[config.mk]
export PLATFORM = sky130hd
export DESIGN_NAME = color_string_parser_top
export DESIGN_NICKNAME = d
export VERILOG_FILES = /design/src/hw/rtl/csp_pkg.sv /design/src/hw/rtl/color_string_parser_top.sv /design/src/hw/rtl/csp_char_step.sv
export SDC_FILE = /design/constraint.sdc
export NUM_CORES = 1
export LEC_CHECK = 0
export BUFFER_PORTS_ARGS = -buffer_cell sky130_fd_sc_hd__clkbuf_2
export CAP_MARGIN = 10
export CELL_PAD_IN_SITES_DETAIL_PLACEMENT = 0
export CELL_PAD_IN_SITES_GLOBAL_PLACEMENT = 2
export CORE_MARGIN = 2
export CORE_UTILIZATION = 39
export CTS_CLUSTER_SIZE = 14
export DETAILED_ROUTE_END_ITERATION = 8
export GPL_TIMING_DRIVEN = 0
export PLACE_DENSITY_LB_ADDON = 0.08
export REMOVE_ABC_BUFFERS = 1
export SLEW_MARGIN = 0
export SYNTH_ARGS = -nofsm -noshare
export SYNTH_HDL_FRONTEND = slang
export SYNTH_SLANG_ARGS = --single-unit
export TNS_END_PERCENT = 1
[constraint.sdc]
create_clock -name clk -period 4.25 [get_ports clk]
set_input_delay 0.85 -clock clk [delete_from_list [all_inputs] [get_ports clk]]
set_output_delay 0.85 -clock clk [all_outputs]
set_load 0.05 [all_outputs]
[src/hw/rtl/csp_pkg.sv]
package csp_pkg;

    // Parser modes.
    localparam logic [2:0] MODE_LEAD     = 3'd0;
    localparam logic [2:0] MODE_HEX      = 3'd1;
    localparam logic [2:0] MODE_DEC      = 3'd2;
    localparam logic [2:0] MODE_HEX_DONE = 3'd3;
    localparam logic [2:0] MODE_DEC_DONE = 3'd4;

    // Characters the parser reacts to.
    localparam logic [7:0] CHAR_NUL   = 8'h00;
    localparam logic [7:0] CHAR_TAB   = 8'h09;
    localparam logic [7:0] CHAR_SPACE = 8'h20;
    localparam logic [7:0] CHAR_HASH  = 8'h23;
    localparam logic [7:0] CHAR_COMMA = 8'h2C;
    localparam logic [7:0] CHAR_ZERO  = 8'h30;
    localparam logic [7:0] CHAR_NINE  = 8'h39;

    localparam logic [3:0]  HEX_DIGITS_MAX  = 4'd8;
    localparam logic [3:0]  HEX_DIGITS_RGB  = 4'd6;
    localparam logic [2:0]  PARTS_MAX       = 3'd4;
    localparam logic [2:0]  PARTS_MIN       = 3'd3;
    localparam logic [7:0]  BYTE_MAX        = 8'd255;
    localparam logic [11:0] DEC_RADIX       = 12'd10;
    localparam logic [31:0] ALPHA_OPAQUE    = 32'hFF00_0000;

    typedef logic [7:0] byte_t;

    // Complete parser state for one string.
    typedef struct packed {
        logic [2:0]       mode;
        logic [31:0]      hex_acc;
        logic [3:0]       hex_cnt;
        logic [7:0]       part_val;
        logic             started;
        byte_t [3:0]      store;
        logic [2:0]       count;
        logic             ended;
    } csp_state_t;

    // Store slot 3 is alpha and defaults to opaque.
    localparam csp_state_t CSP_STATE_RESET = '{
        mode:     MODE_LEAD,
        hex_acc:  32'd0,
        hex_cnt:  4'd0,
        part_val: 8'd0,
        started:  1'b0,
        store:    {BYTE_MAX, 8'd0, 8'd0, 8'd0},
        count:    3'd0,
        ended:    1'b0
    };

    // Close the current decimal part, storing it if a slot is left.
    function automatic csp_state_t commit_part(csp_state_t s);
        csp_state_t r;
        r = s;
        if (s.count < PARTS_MAX)
        begin
            r.store[s.count[1:0]] = s.part_val;
            r.count = s.count + 3'd1;
        end
        r.part_val = 8'd0;
        r.started  = 1'b0;
        return r;
    endfunction

    // Hex digit decode; valid flag in bit 4.
    function automatic logic [4:0] hex_decode(byte_t c);
        logic [4:0] r;
        r = 5'd0;
        if (c >= 8'h30 && c <= 8'h39)
            r = {1'b1, c[3:0]};
        else if ((c >= 8'h61 && c <= 8'h66) || (c >= 8'h41 && c <= 8'h46))
            r = {1'b1, c[3:0] + 4'd9};
        return r;
    endfunction

endpackage

[src/hw/rtl/color_string_parser_top.sv]
// Color string parser: takes a color string one character per transaction
// and returns one 32-bit ARGB word after the transaction marked last_char.
// Forms accepted are "#RRGGBB", "#AARRGGBB" and decimal "r,g,b[,a]" (alpha
// defaults to 255, parts saturate at 255), with leading blanks skipped and a
// zero character ending the string; anything malformed gives 0. The block
// takes one character every cycle unless input stalls: each character updates
// the parser state, and the result lands in an output register. While a
// result waits to be taken, input stalls; in the cycle it is taken a new
// character is accepted, so strings follow back to back when the receiver
// keeps up. The result appears in the cycle after its last character is accepted.
module color_string_parser_top
    import csp_pkg::*;
(
    input  logic        clk,
    input  logic        rst_n,
    input  logic        in_valid,
    output logic        in_ready,
    input  logic [7:0]  char_in,
    input  logic        last_char,
    output logic        out_valid,
    input  logic        out_ready,
    output logic [31:0] color_argb
);

    csp_state_t  state_reg;
    csp_state_t  state_next;
    csp_state_t  fin;
    logic [31:0] result_reg;
    logic [31:0] result_next;
    logic        out_valid_reg;
    logic        in_fire;

    assign in_ready = !out_valid_reg || out_ready;
    assign in_fire  = in_valid && in_ready;

    // Per-character state update.
    csp_char_step u_step
    (
        .cur     (state_reg),
        .char_in (char_in),
        .nxt     (state_next)
    );

    // Final result from the state after the last character.
    always_comb
    begin
        fin = state_next;
        result_next = 32'd0;
        if (fin.mode == MODE_HEX || fin.mode == MODE_HEX_DONE)
        begin
            if (fin.hex_cnt == HEX_DIGITS_RGB)
                result_next = ALPHA_OPAQUE | fin.hex_acc;
            else if (fin.hex_cnt == HEX_DIGITS_MAX)
                result_next = fin.hex_acc;
        end
        else if (fin.mode == MODE_DEC || fin.mode == MODE_DEC_DONE)
        begin
            if (fin.mode == MODE_DEC && fin.started && !fin.ended)
                fin = commit_part(fin);
            if (fin.count >= PARTS_MIN)
                result_next = {fin.store[3], fin.store[0], fin.store[1], fin.store[2]};
        end
    end

    // Parser state: back to reset after each string.
    always_ff @(posedge clk or negedge rst_n)
    begin
        if (!rst_n)
            state_reg <= CSP_STATE_RESET;
        else if (in_fire)
            state_reg <= last_char ? CSP_STATE_RESET : state_next;
    end

    // Output register.
    always_ff @(posedge clk or negedge rst_n)
    begin
        if (!rst_n)
            out_valid_reg <= 1'b0;
        else if (in_fire && last_char)
            out_valid_reg <= 1'b1;
        else if (out_ready)
            out_valid_reg <= 1'b0;
    end

    always_ff @(posedge clk)
    begin
        if (in_fire && last_char)
            result_reg <= result_next;
    end

    assign out_valid  = out_valid_reg;
    assign color_argb = result_reg;

    // A result only appears after a last character was accepted.
    a_result_source: assert property (@(posedge clk) disable iff (!rst_n)
        $rose(out_valid_reg) |-> $past(in_valid && in_ready && last_char))
        else $error("result without a last character");

    // A last character always produces a result next cycle.
    a_result_follows: assert property (@(posedge clk) disable iff (!rst_n)
        (in_valid && in_ready && last_char) |=> out_valid_reg)
        else $error("last character produced no result");

    // The parser starts clean after each string.
    a_state_cleared: assert property (@(posedge clk) disable iff (!rst_n)
        (in_valid && in_ready && last_char) |=>
            (state_reg.mode == MODE_LEAD && state_reg.count == 3'd0
             && !state_reg.ended && state_reg.hex_cnt == 4'd0))
        else $error("parser state not cleared after string");

endmodule

[src/hw/rtl/csp_char_step.sv]
// Next-state logic for one character of the color string.
module csp_char_step
    import csp_pkg::*;
(
    input  csp_state_t  cur,
    input  logic [7:0]  char_in,
    output csp_state_t  nxt
);

    logic        is_digit;
    logic [11:0] dec_sum;
    logic [7:0]  dec_sat;
    logic [4:0]  hex_d;

    // Saturating decimal accumulate.
    assign is_digit = (char_in >= CHAR_ZERO) && (char_in <= CHAR_NINE);
    assign dec_sum  = {4'd0, cur.part_val} * DEC_RADIX + {8'd0, char_in[3:0]};
    assign dec_sat  = (dec_sum > {4'd0, BYTE_MAX}) ? BYTE_MAX : dec_sum[7:0];
    assign hex_d    = hex_decode(char_in);

    always_comb
    begin
        csp_state_t s;
        logic       dec_take;
        s = cur;
        dec_take = 1'b0;
        if (!cur.ended)
        begin
            if (char_in == CHAR_NUL)
            begin
                // End of string commits an open decimal part.
                if (cur.mode == MODE_DEC && cur.started)
                    s = commit_part(s);
                s.ended = 1'b1;
            end
            else
            begin
                case (cur.mode)
                    MODE_LEAD:
                    begin
                        if (char_in == CHAR_HASH)
                            s.mode = MODE_HEX;
                        else if (char_in != CHAR_SPACE && char_in != CHAR_TAB)
                        begin
                            s.mode = MODE_DEC;
                            dec_take = 1'b1;
                        end
                    end
                    MODE_HEX:
                    begin
                        if (cur.hex_cnt < HEX_DIGITS_MAX)
                        begin
                            if (!hex_d[4])
                                s.mode = MODE_HEX_DONE;
                            else
                            begin
                                s.hex_acc = {cur.hex_acc[27:0], hex_d[3:0]};
                                s.hex_cnt = cur.hex_cnt + 4'd1;
                            end
                        end
                    end
                    MODE_DEC:
                        dec_take = 1'b1;
                    default:
                        ;
                endcase

                // Decimal character handling.
                if (dec_take)
                begin
                    if (is_digit)
                    begin
                        s.part_val = dec_sat;
                        s.started  = 1'b1;
                    end
                    else
                    begin
                        s = commit_part(s);
                        if (char_in != CHAR_COMMA || s.count >= PARTS_MAX)
                            s.mode = MODE_DEC_DONE;
                    end
                end
            end
        end
        nxt = s;
    end

endmodule

==> results.txt, run 1 <==
- Number of endpoints failing setup at the final stage: 0
- Synth Area in XOR/XNOR: 1.28%
- Each instance of the synthesized netlist takes up on average 9.29 µm².
- Wire length per cell after detailed routing: 21.2 µm
- Once the floorplan was initialized, standard cells occupied 40.1% of the core.
- Vias: 6,482
* Antenna Violating Nets Remaining: 0
- Remaining global-route overflow: 0
- Core occupancy in the finished layout: 46.8%
- Final period util: 95.7%
- In this run, synthesis inferred 32 flip-flops with an integrated enable.
* Die height: 143 µm
- Hold Path Class: reg2reg
* Routed vias/inst: 5.84
- Summed over all instances, the cell type with the most area after synthesis is sky130_fd_sc_hd__dfrtp_1.
- The flow ran to the end, and the final reports show no timing, DRC or antenna violations.
- Routed WL: 23,600 µm
- Share of async-settable or async-resettable flops after synthesis: 72.6%
- I/O pin cnt: 47
- Final Hold Viols: 0
- TritonCTS built the clock tree.
* Worst Path Class, Setup: in2reg
* Master cell of the clock root buffer: sky130_fd_sc_hd__clkbuf_16
* Post-synthesis to final-layout area growth: 16.9%
- DIE AREA: 20,500 µm²
* Router iterations before antenna repair: 5
- The worst setup path is captured at a register.
* Tightest slew margin relative to the limit: 44.9%
- Simple-Gate Fraction of Synth Area: 15.4%
- Number of remaining DRC errors: 0
* Clock buffer depth: 2
* Proportion of netlist area held by the largest area contributor: 25.5%
- Top_reg_cell synth: sky130_fd_sc_hd__dfrtp_1
* Quantity of hold-fixing buffers added after cts: 0
- Worst Max-Slew Pin Slew: 814 ps
- After synthesis the netlist holds a flip-flop and latch count of 117.
- In this run the number of H-tree levels came out at 4.
- At the later pin of the worst-skew pair, clock insertion delay measures 430 ps.
- Worst endpoint required time: 4380 ps
- After floorplanning, the core was sized to cover 18,800 µm².
* Critical path data arrival time: 4190 ps
* Post-CTS clock slew at the launch and capture registers of the worst setup and hold paths: 60 ps
- Total power: 3.82 mW
- Reported leakage power: 3.53 nW
* Post-synthesis mux area share: 9.07%
- Largest voltage drop on the vdd net: 0.267 mV
* Number of pins exceeding their max-slew limit in the final report: 0
- Placed standard-cell area: 8060 µm²
- Detailed placement ended at an HPWL of 15,800 µm.
* Std cell rows: 50
- Maximum capacitance violations: 0
- Summing the sequential cell areas from Yosys gives 41.1% of the chip area.
- Layout cells sized above 1: 17.1%
- Combinational family with the most area after synthesis: compound AO/OA/AOI/OAI gates
* Total negative slack: 0 ps
- Counting the buffers created by CTS gives 17.
- Unrepaired setup endpoints after global routing: no
- Shortest clock period the worst path allows after layout: 4070 ps
- The first global-routing pass estimated 36,700 µm of wire.
- Number of antenna violations at the first check in global routing: 0
* Post-synthesis compound-gate area fraction: 23.5%
* Gate Count Post-Synth: 812
- Once layout is done, the placed cells without fillers occupy 8820 µm².
- Total GRT Usage: 23.6%
- Nature of the critical path startpoint: input port
* Post-Route Skew: 8.90 ps
- Ratio of total power to cell area: 433 nW/µm²
- F_max: 246 MHz
- The number of global-route vias before repair is 6,131.
* Largest cells by area after synthesis: sky130_fd_sc_hd__dfrtp_1 (26%), sky130_fd_sc_hd__edfxtp_1 (13%), sky130_fd_sc_hd__mux2i_1 (7.4%)
* Horizontal extent of the die: 143 µm
- Final #Nets: 881
* Synthesized-area fraction occupied by adder cells: 5.34%
- In this run, the number of DRC markers left after iteration 0 of detailed routing was 571.
- Clock Sinks: 117
- During placement, the flow inserted port buffers numbering 46.
- Yosys printed 0 warnings.
- Ant. Diodes: 0
- Distinct cells, synth: 67
- Flip-flop count of the largest register after layout: 84
- CP Max Fanout: 8
* Routability congestion estimate from global placement: 0.853
- The mapped netlist covers 7550 µm².
- Entering global routing, the biggest net connects 50 pins.
[synth_stat cells, types with 4 or more instances]
library cell / count
sky130_fd_sc_hd__xor2_1: 4
sky130_fd_sc_hd__edfxtp_1: 32
sky130_fd_sc_hd__nor4_1: 4
sky130_fd_sc_hd__nor2b_1: 8
sky130_fd_sc_hd__o22ai_1: 44
sky130_fd_sc_hd__mux2i_1: 56
sky130_fd_sc_hd__nand2b_1: 7
sky130_fd_sc_hd__a21boi_0: 13
sky130_fd_sc_hd__a21oi_1: 30
sky130_fd_sc_hd__ha_1: 29
sky130_fd_sc_hd__o21ai_0: 79
sky130_fd_sc_hd__o2bb2ai_1: 20
sky130_fd_sc_hd__and3_1: 11
sky130_fd_sc_hd__buf_6: 5
sky130_fd_sc_hd__nor3b_1: 4
sky130_fd_sc_hd__inv_1: 21
sky130_fd_sc_hd__mux2_2: 10
sky130_fd_sc_hd__nand2_1: 114
sky130_fd_sc_hd__nand3_2: 4
sky130_fd_sc_hd__clkbuf_1: 48
sky130_fd_sc_hd__nor2_1: 38
sky130_fd_sc_hd__xnor2_1: 7
sky130_fd_sc_hd__nand3_1: 19
sky130_fd_sc_hd__dfstp_2: 8
sky130_fd_sc_hd__nor3_1: 6
sky130_fd_sc_hd__dfrtp_1: 77
sky130_fd_sc_hd__a22oi_1: 42
sky130_fd_sc_hd__nand4_1: 8
sky130_fd_sc_hd__and2_1: 6
[stage by stage]
step	setup WS [ps]	hold WS (ps)	cells
floorplan	-775	450	756
global placement	-2920	465	1062
detailed placement	-733	475	1070
CTS	34.7	489	1105
global route	64.0	511	1110
finish	182	489	1110
[worst max-delay path, cell delays in order]
cell                       delay [ps]
sky130_fd_sc_hd__clkbuf_2         120
sky130_fd_sc_hd__or4_4            580
sky130_fd_sc_hd__or3_4            410
sky130_fd_sc_hd__a21oi_4          250
sky130_fd_sc_hd__o32a_1           290
sky130_fd_sc_hd__nor2_1            90
sky130_fd_sc_hd__a21oi_1          350
sky130_fd_sc_hd__inv_1            120
sky130_fd_sc_hd__ha_1             310
sky130_fd_sc_hd__a31o_2           250
sky130_fd_sc_hd__o221ai_4         210
sky130_fd_sc_hd__buf_4            220
sky130_fd_sc_hd__o22ai_1          130
[path summary, 6_finish.rpt]
check | startpoint | to | slack [ps] | cells past startpoint
setup reg to reg | state_reg[40]$_DFFE_PN0P_ | color_argb[22]$_DFFE_PP_ | 430 | 12
hold / removal | state_reg[78]$_DFFE_PN0P_ | state_reg[78]$_DFFE_PN0P_ | 490 | 2
hold reg to reg | state_reg[78]$_DFFE_PN0P_ | state_reg[78]$_DFFE_PN0P_ | 490 | 2
setup / recovery | char_in[4] | color_argb[15]$_DFFE_PP_ | 180 | 13
max in group asynchronous | rst_n | state_reg[30]$_DFFE_PN1P_ | 3030 | 2
min in group asynchronous | rst_n | state_reg[43]$_DFFE_PN0P_ | 500 | 1
[placed cells by master, fill, tap and decap left out, types with 21 or more instances in the layout]
cell,Yosys,routed
sky130_fd_sc_hd__nand2_1,114,112
sky130_fd_sc_hd__clkbuf_2,0,45
sky130_fd_sc_hd__inv_1,21,21
sky130_fd_sc_hd__nor2_1,38,36
sky130_fd_sc_hd__a22oi_1,42,42
sky130_fd_sc_hd__mux2i_1,56,48
sky130_fd_sc_hd__o22ai_1,44,44
sky130_fd_sc_hd__edfxtp_1,32,32
sky130_fd_sc_hd__dfrtp_1,77,77
sky130_fd_sc_hd__o21ai_0,79,79
sky130_fd_sc_hd__a21oi_1,30,30
sky130_fd_sc_hd__ha_1,29,29
[power by group]
group / internal [mW] / total, mW / switching [mW]
clock: 0.886 / 1.46 / 0.570
combinational: 0.345 / 0.989 / 0.644
sequential: 1.29 / 1.38 / 0.0879
total: 2.52 / 3.82 / 1.30
[logic make-up after synthesis]
group / Yosys count
flops: 117
fa+ha+maj: 31
mux: 67
buf+inv: 77
simple gates: 242
compound gates: 267
xor+xnor: 11
[area by class of cell]
class,count,area [µm²]
sequential,117,3100
clock buffer,19,443
tap,260,325
inverter,21,78.8
fill,1780,10000
multi-input combinational,620,4260
timing repair buffer,60,468
clock inverter,13,149
[timing repair]
item	4_1_cts	5_1_grt
setup buffers	2	4
setup endpoints to repair	32	31
pin swaps	1	2
gates resized for setup	5	10
cloned	1	1
[per-layer routing]
metal | up-vias | part of all wire [%] | global-route usage, %
li1 | 3063 | - | -
met1 | 3214 | 47 | 34.7
met2 | 180 | 46 | 36.3
met3 | 25 | 5.6 | 4.09
met4 | 0 | 1.1 | 5.37
met5 | - | 0 | 0
No activity file was read; power rests on OpenSTA's default activity.
==> run 2, diff against run 1 <==
--- a/config.mk
+++ b/config.mk
@@ -9,7 +9,7 @@
 export CAP_MARGIN = 10
 export CELL_PAD_IN_SITES_DETAIL_PLACEMENT = 0
 export CELL_PAD_IN_SITES_GLOBAL_PLACEMENT = 2
-export CORE_MARGIN = 2
+export CORE_MARGIN = 3
 export CORE_UTILIZATION = 39
 export CTS_CLUSTER_SIZE = 14
 export DETAILED_ROUTE_END_ITERATION = 8
==> constraint.sdc (replaced) <==
create_clock -name clk -period 4 [get_ports clk]
set_input_delay 0.8 -clock clk [delete_from_list [all_inputs] [get_ports clk]]
set_output_delay 0.8 -clock clk [all_outputs]
set_load 0.05 [all_outputs]
==> run 2 against run 1 <==
  * Clock skew grew 2.5 ps
  * Sequential cell count is the same
  * Global-route usage shrank 1.8 points
  * Critical endpoint is now color_argb[30]$_DFFE_PP_
  * First-iteration DRC count shrank 15%
  * Final area shrank 0.48%
==> results.txt, run 2 (synthesis gave the netlist of run 1 again) <==
- The flow ran to the end, and the final reports show no timing, DRC or antenna violations.
- The final hold slack was 437 ps (-52.0 ps).
* Start point of the critical path: char_in[4]
- Flip-flop count of the largest register after layout: 84 (unchanged)
* Wire length per cell after detailed routing: 21.2 µm (about the same)
* Layout cells sized above 1: 17.1% (unchanged)
- TritonCTS clock tree: built
* Most used cells in the layout excluding fill and tap cells: sky130_fd_sc_hd__nand2_1 (112), sky130_fd_sc_hd__o21ai_0 (79), sky130_fd_sc_hd__dfrtp_1 (77), sky130_fd_sc_hd__mux2i_1 (50), sky130_fd_sc_hd__clkbuf_2 (45)
- Clock H-tree levels: 4 (unchanged)
* CTS buffer count: 17 (unchanged)
* Routability congestion estimate from global placement: 0.835 (-2.1%)
* CORE AREA: 18,800 µm² (unchanged)
- The die width is 145 µm (+1.4%).
- The antenna diode count is 0 (unchanged).
- The arrival time reported for the critical path endpoint is 4070 ps (-120 ps).
- The worst relative slew slack came to 44.1% (-0.78 points).
- Setup repair after global routing could not meet its margin everywhere.
- F_max: 255 MHz
* Number of remaining DRC errors: 0 (unchanged)
- The standard-cell row count is 50 (unchanged).
- The endpoint required time on the critical path is 4160 ps (-220 ps).
- Final period util: 97.9%
- Initial Util: 40.1% (unchanged)
- Number of antenna violations at the first check in global routing: 0 (unchanged)
* Critical Path Sink Type: register
- After layout, the minimum clock period comes to 3920 ps.
- The die extent in y is 145 µm (+1.4%).
- I/O pin cnt: 47 (unchanged)
- Number of endpoints failing setup at the final stage: 0 (unchanged)
- The number of search-and-repair iterations in the first detailed-routing pass came to 7 (+2).
* Worst Max-Slew Pin Slew: 838 ps (+24.6 ps)
* Drt first-iter violations: 484 (-15%)
* Worst Path Class, Setup: in2reg
- The clock transition time at the flip-flop clock pins of the worst setup and hold paths was 60 ps (about the same).
- The instance area at placement came to 8070 µm² (+0.14%).
* Post-synthesis to final-layout area growth: 16.3%
- Post-Route Skew: 11.4 ps (+2.54 ps)
- STA classifies the critical path startpoint as an input port.
* Routed vias/inst: 5.96 (+2.0%)
* Number of pins exceeding their max-slew limit in the final report: 0 (unchanged)
* Detailed placer's ending HPWL: 16,200 µm (+2.0%)
- Core occupancy in the finished layout: 46.6% (-0.23 points)
* Largest voltage drop on the vdd net: 0.252 mV (-5.9%)
- The area enclosed by the die boundary was 21,100 µm² (+2.8%).
* Final Hold Viols: 0 (unchanged)
- Largest net degree at the start of global routing: 46 (-8.0%)
- Number of global-route vias before repair: 6,177 (+0.75%)
* Final #Nets: 881 (unchanged)
- Launch instance of the worst register-to-register path: state_reg[38]$_DFFE_PN0P_
- The global-route usage over all layers came to 21.8% (-1.8 points).
* Vias: 6,611 (+2.0%)
- The areal power density over the cells was 448 nW/µm² (+3.4%).
- The clock latency on the worst-skew pair came to 420 ps (about the same).
* Hold Path Class: in2async
* Quantity of hold-fixing buffers added after cts: 0 (unchanged)
- The total length of routed wires was 23,500 µm (about the same).
- Master cell of the clock root buffer: sky130_fd_sc_hd__clkbuf_16
* Total power: 3.93 mW (+2.9%)
- Maximum capacitance violations: 0 (unchanged)
* Clock buffer depth: 2 (unchanged)
- The cell leakage power is 3.55 nW (+0.65%).
* Total negative slack: 0 ps (unchanged)
- The design area came to 8780 µm² (-0.48%).
* R2r setup slk: 180 ps (-250 ps)
- CP Max Fanout: 8 (unchanged)
- The global route total overflow is 0 (unchanged).
* Worst reg2reg path depth: 12 (unchanged)
- The library cell used most frequently in the layout, excluding fill and tap cells, is sky130_fd_sc_hd__nand2_1.
- The total clock sinks came to 117 (unchanged).
- First-pass GRT wire length: 36,200 µm (-1.3%)
* Port bufs: 46 (unchanged)
- The post-route antenna net violation count is 0 (unchanged).
[run 2: critical path, cell delays in order]
cell                       delay [ps]
sky130_fd_sc_hd__clkbuf_2         120
sky130_fd_sc_hd__or4_4            580
sky130_fd_sc_hd__or3_4            410
sky130_fd_sc_hd__a21oi_4          250
sky130_fd_sc_hd__o32a_1           300
sky130_fd_sc_hd__nor2_1           100
sky130_fd_sc_hd__a21oi_2          260
sky130_fd_sc_hd__inv_1            100
sky130_fd_sc_hd__ha_1             240
sky130_fd_sc_hd__nand3_2          250
sky130_fd_sc_hd__mux2i_2          510
sky130_fd_sc_hd__o22ai_1          160
[run 2: path summary, 6_finish.rpt]
kind,end
min in group clk,state_reg[79]$_DFFE_PN0P_
max reg2reg,color_argb[30]$_DFFE_PP_
max in group asynchronous,state_reg[33]$_DFFE_PN1P_
min,state_reg[43]$_DFFE_PN0P_
min reg2reg,state_reg[79]$_DFFE_PN0P_
max,color_argb[30]$_DFFE_PP_
[run 2: cell type report]
| type | count | area [µm²] |
|---|---|---|
| fillers | 1790 | 10100 |
| multi-input cells | 619 | 4230 |
| flip-flops and latches | 117 | 3100 |
| repair buffers | 61 | 478 |
| clock buffers | 19 | 443 |
| well taps | 260 | 325 |
| clock inverters | 13 | 124 |
| inverters | 21 | 78.8 |
[run 2: through the flow]
step	cells	setup slack, ps
3_3_place_gp	1062	-3060
2_1_floorplan	756	-975
3_5_place_dp	1071	-907
5_1_grt	1110	-48.3
4_1_cts	1104	-24.0
6_report	1110	84.9
[run 2: power by group]
group | internal (mW) | leakage, nW | switching, mW
clock | 0.877 | 0.275 | 0.595
sequential | 1.37 | 1.46 | 0.0929
combinational | 0.343 | 1.82 | 0.654
[run 2: routing by layer]
| layer | part of all wire, % | GRT usage, % | up-vias | wire [µm] |
|---|---|---|---|---|
| met4 | 1.4 | 6.70 | 0 | 339 |
| met1 | 47 | 31.4 | 3310 | 11100 |
| li1 | - | - | 3069 | - |
| met5 | 0 | 0 | - | 0 |
| met2 | 46 | 33.1 | 206 | 10900 |
| met3 | 5.3 | 4.47 | 26 | 1250 |
[run 2: timing repair]
action                                  in CTS  in global routing
endpoints found under the setup margin      32                 46
setup buffers                                1                  5
cloned                                       0                  1
pin swaps                                    1                  3
gates resized for setup                      6                 10
==> run 3, diff against run 2 <==
--- a/config.mk
+++ b/config.mk
@@ -5,7 +5,7 @@
 export SDC_FILE = /design/constraint.sdc
 export NUM_CORES = 1
 export LEC_CHECK = 0
-export BUFFER_PORTS_ARGS = -buffer_cell sky130_fd_sc_hd__clkbuf_2
+export BUFFER_PORTS_ARGS = -buffer_cell sky130_fd_sc_hd__buf_4
 export CAP_MARGIN = 10
 export CELL_PAD_IN_SITES_DETAIL_PLACEMENT = 0
 export CELL_PAD_IN_SITES_GLOBAL_PLACEMENT = 2
==> run 3 against run 2 <==
  * Sequential share of layout area shrank 0.35 points
  * First-iteration DRC count grew 17%
  * Via count shrank 3.2%
  * Sequential cell count is the same
  * Highest routed layer unchanged
  * Final area grew 1.0%
  * Setup slack gained 30 ps
  * Total power grew 2.0%
  * Critical endpoint is now color_argb[26]$_DFFE_PP_
  * Largest power group unchanged
==> results.txt, run 3 (synthesis gave the netlist of run 1 again) <==
- Number of endpoints failing setup at the final stage: 0 (unchanged)
- The worst relative slew slack is 46.1% (+1.9 points).
- Maximum capacitance violations: 0 (unchanged)
* Router iterations before antenna repair: 5 (-2)
- Initial Util: 40.1% (unchanged)
- The number of placed cells counting well taps is 1,070 (-0.093%).
* Largest net degree at the start of global routing: 86 (+87%)
- The flip-flop count of the largest register, all copies and words added came to 84 (unchanged).
* Clock buffer depth: 2 (unchanged)
- The fraction of power spent switching nets is 33.4% (-0.77 points).
- The global-route wire length before repair was 36,300 µm (+0.27%).
- Most used cells in the layout excluding fill and tap cells: sky130_fd_sc_hd__nand2_1 (112), sky130_fd_sc_hd__o21ai_0 (79), sky130_fd_sc_hd__dfrtp_1 (77), sky130_fd_sc_hd__buf_4 (50), sky130_fd_sc_hd__mux2i_1 (47)
- The sequential cell fraction of total power was 36.5% (-0.7 points).
- Post-Route Skew: 15.7 ps (+4.30 ps)
- The clock latency on the worst-skew pair is 420 ps (about the same).
- Setup repair after global routing could not meet its margin everywhere.
- Launch instance of the worst register-to-register path: state_reg[40]$_DFFE_PN0P_
- The cell leakage power was 3.53 nW (-0.62%).
* Ratio of total power to cell area: 452 nW/µm² (+0.96%)
- The total of hold buffers inserted after clock tree synthesis is 0 (unchanged).
- The design area came to 8860 µm² (+1.0%).
- Clock H-tree levels: 4 (unchanged)
* Layout cells sized above 1: 16.9% (-0.18 points)
- In this run the clock root is driven by a sky130_fd_sc_hd__clkbuf_16.
- The hold violation total from the final report was 0 (unchanged).
- The global-route usage over all layers was 21.7% (-0.070 points).
- The most critical setup path has its startpoint at char_in[4].
- The critical path is of the in2reg type.
- DIE AREA: 21,100 µm² (unchanged)
- Nature of the critical path startpoint: input port
* Leading cell type in the layout, fill and taps excluded: sky130_fd_sc_hd__nand2_1
- Routability congestion estimate from global placement: 0.826 (-1.1%)
* Remaining global-route overflow: 0 (unchanged)
- Routed WL: 22,900 µm (-2.8%)
- The number of vias in the routed layout came to 6,399 (-3.2%).
- The post-route minimum period is 3880 ps (-30.4 ps).
- The highest clock frequency the design can meet was 257 MHz (+0.78%).
* Worst Max-Slew Pin Slew: 809 ps (-29.1 ps)
- The clock network fraction of total power is 38.3% (+0.8 points).
* Horizontal extent of the die: 145 µm (unchanged)
- The biggest fanout along the worst timing path came to 8 (unchanged).
* I/O pin cnt: 47 (unchanged)
* Detailed placer's ending HPWL: 15,800 µm (-2.4%)
- Antenna Violating Nets Remaining: 0 (unchanged)
* Total power: 4.01 mW (+2.0%)
* Fin cells: 1,107 (-0.27%)
- Switching power total: 1.34 mW (-0.30%)
- CTS buffer count: 17 (unchanged)
- The fraction of power consumed by combinational cells is 25.3% (about the same).
- Number of pins exceeding their max-slew limit in the final report: 0 (unchanged)
- Routed vias/inst: 5.78 (-2.9%)
* Critical Path Sink Type: register
- Number of global-route vias before repair: 6,176 (-0.016%)
* CORE AREA: 18,800 µm² (unchanged)
- The number of fill cells came to 1,803 (+0.73%).
- The endpoint required time on the critical path was 4140 ps (-20 ps).
- Hold Path Class: in2async
- TritonCTS clock tree: built
- Final period util: 97.1% (-0.76 points)
- Number of antenna violations at the first check in global routing: 0 (unchanged)
* Drt first-iter violations: 567 (+17%)
- The worst-case vdd ir drop came to 0.265 mV (+5.2%).
- Critical path data arrival time: 4020 ps (-50 ps)
- Ant. Diodes: 0 (unchanged)
- Std cell rows: 50 (unchanged)
* Result of the run: completed
- Post-CTS clock slew at the launch and capture registers of the worst setup and hold paths: 60 ps (about the same)
* Wire length per cell after detailed routing: 20.7 µm (-2.5%)
- Post-synthesis to final-layout area growth: 17.5%
- Clock Sinks: 117 (unchanged)
* Port bufs: 46 (unchanged)
* Final #Nets: 878 (-0.34%)
- Die height: 145 µm (unchanged)
- The instance area at placement was 8130 µm² (+0.74%).
* Internal power: 2.67 mW (+3.2%)
- Number of remaining DRC errors: 0 (unchanged)
[run 3: cell count changes in the layout (fill, tap and decap cells not counted), sizes merged]
cell,delta
clkbuf,-46
clkinvlp,+2
buf,+44
clkinv,-3
bufinv,+1
nor2b,-1
[run 3: final cells by class]
type / count / area [µm²] / share of cell area (%)
Sequential cell: 117 / 3100 / 34.9
Inverter: 21 / 78.8 / 0.889
Multi-Input combinational cell: 618 / 4220 / 47.6
Clock buffer: 19 / 443 / 5.00
Timing Repair Buffer: 59 / 551 / 6.21
Clock inverter: 13 / 149 / 1.68
Tap cell: 260 / 325 / 3.67
[run 3: metal layers]
metal / routed length, µm / vias to the layer above / track usage [%]
li1: - / 3058 / -
met1: 10900 / 3123 / 31.6
met2: 10500 / 203 / 33.3
met3: 1300 / 15 / 4.75
met4: 199 / 0 / 4.84
met5: 0 / - / 0
[run 3: worst paths after layout]
check	to	cells after the start	slack [ps]
max in group asynchronous	state_reg[28]$_DFFE_PN1P_	2	2970
worst max-delay path	color_argb[26]$_DFFE_PP_	12	120
min in group clk	state_reg[77]$_DFFE_PN0P_	2	480
worst max register to register	color_argb[22]$_DFFE_PP_	12	170
worst min-delay path	out_valid$_DFFE_PN0P_	1	360
worst min register to register	state_reg[77]$_DFFE_PN0P_	2	480
[run 3: power by group through the flow]
stage | Combinational, mW | Sequential (mW) | Clock, mW
after floorplan | 0.547 | 1.52 | 0
after global placement | 0.910 | 1.48 | 0
after detailed placement | 0.945 | 1.48 | 0
after CTS | 0.981 | 1.46 | 1.57
after global routing | 1.10 | 1.48 | 1.63
final | 1.01 | 1.46 | 1.54
[run 3: repair_timing]
| action | 4_1_cts | 5_1_grt |
|---|---|---|
| gates resized for setup | 5 | 11 |
| buffers inserted | 1 | 3 |
| pin swaps | 1 | 2 |
| endpoints found under the setup margin | 32 | 32 |
[run 3: metrics by stage]
stage	setup TNS [ps]	hold slack [ps]	worst slack (ps)	utilization [%]
final	0	359	115	47.1
after floorplan	-58240	450	-975	-
after global routing	-33.9	378	-23.9	47.1
after detailed placement	-25010	471	-882	43.2
after global placement	-227850	463	-2950	42.3
after CTS	-58.6	485	-31.5	46.6
[run 3: critical path: stages]
cell and delay, ps:
sky130_fd_sc_hd__buf_4 130, sky130_fd_sc_hd__or4_4 570, sky130_fd_sc_hd__or3_4 410, sky130_fd_sc_hd__a21oi_4 250, sky130_fd_sc_hd__o32a_1 310, sky130_fd_sc_hd__nor2_2 80, sky130_fd_sc_hd__a21oi_2 260, sky130_fd_sc_hd__inv_1 90
sky130_fd_sc_hd__ha_1 240, sky130_fd_sc_hd__nand3_2 280, sky130_fd_sc_hd__mux2i_2 460, sky130_fd_sc_hd__o22ai_1 140
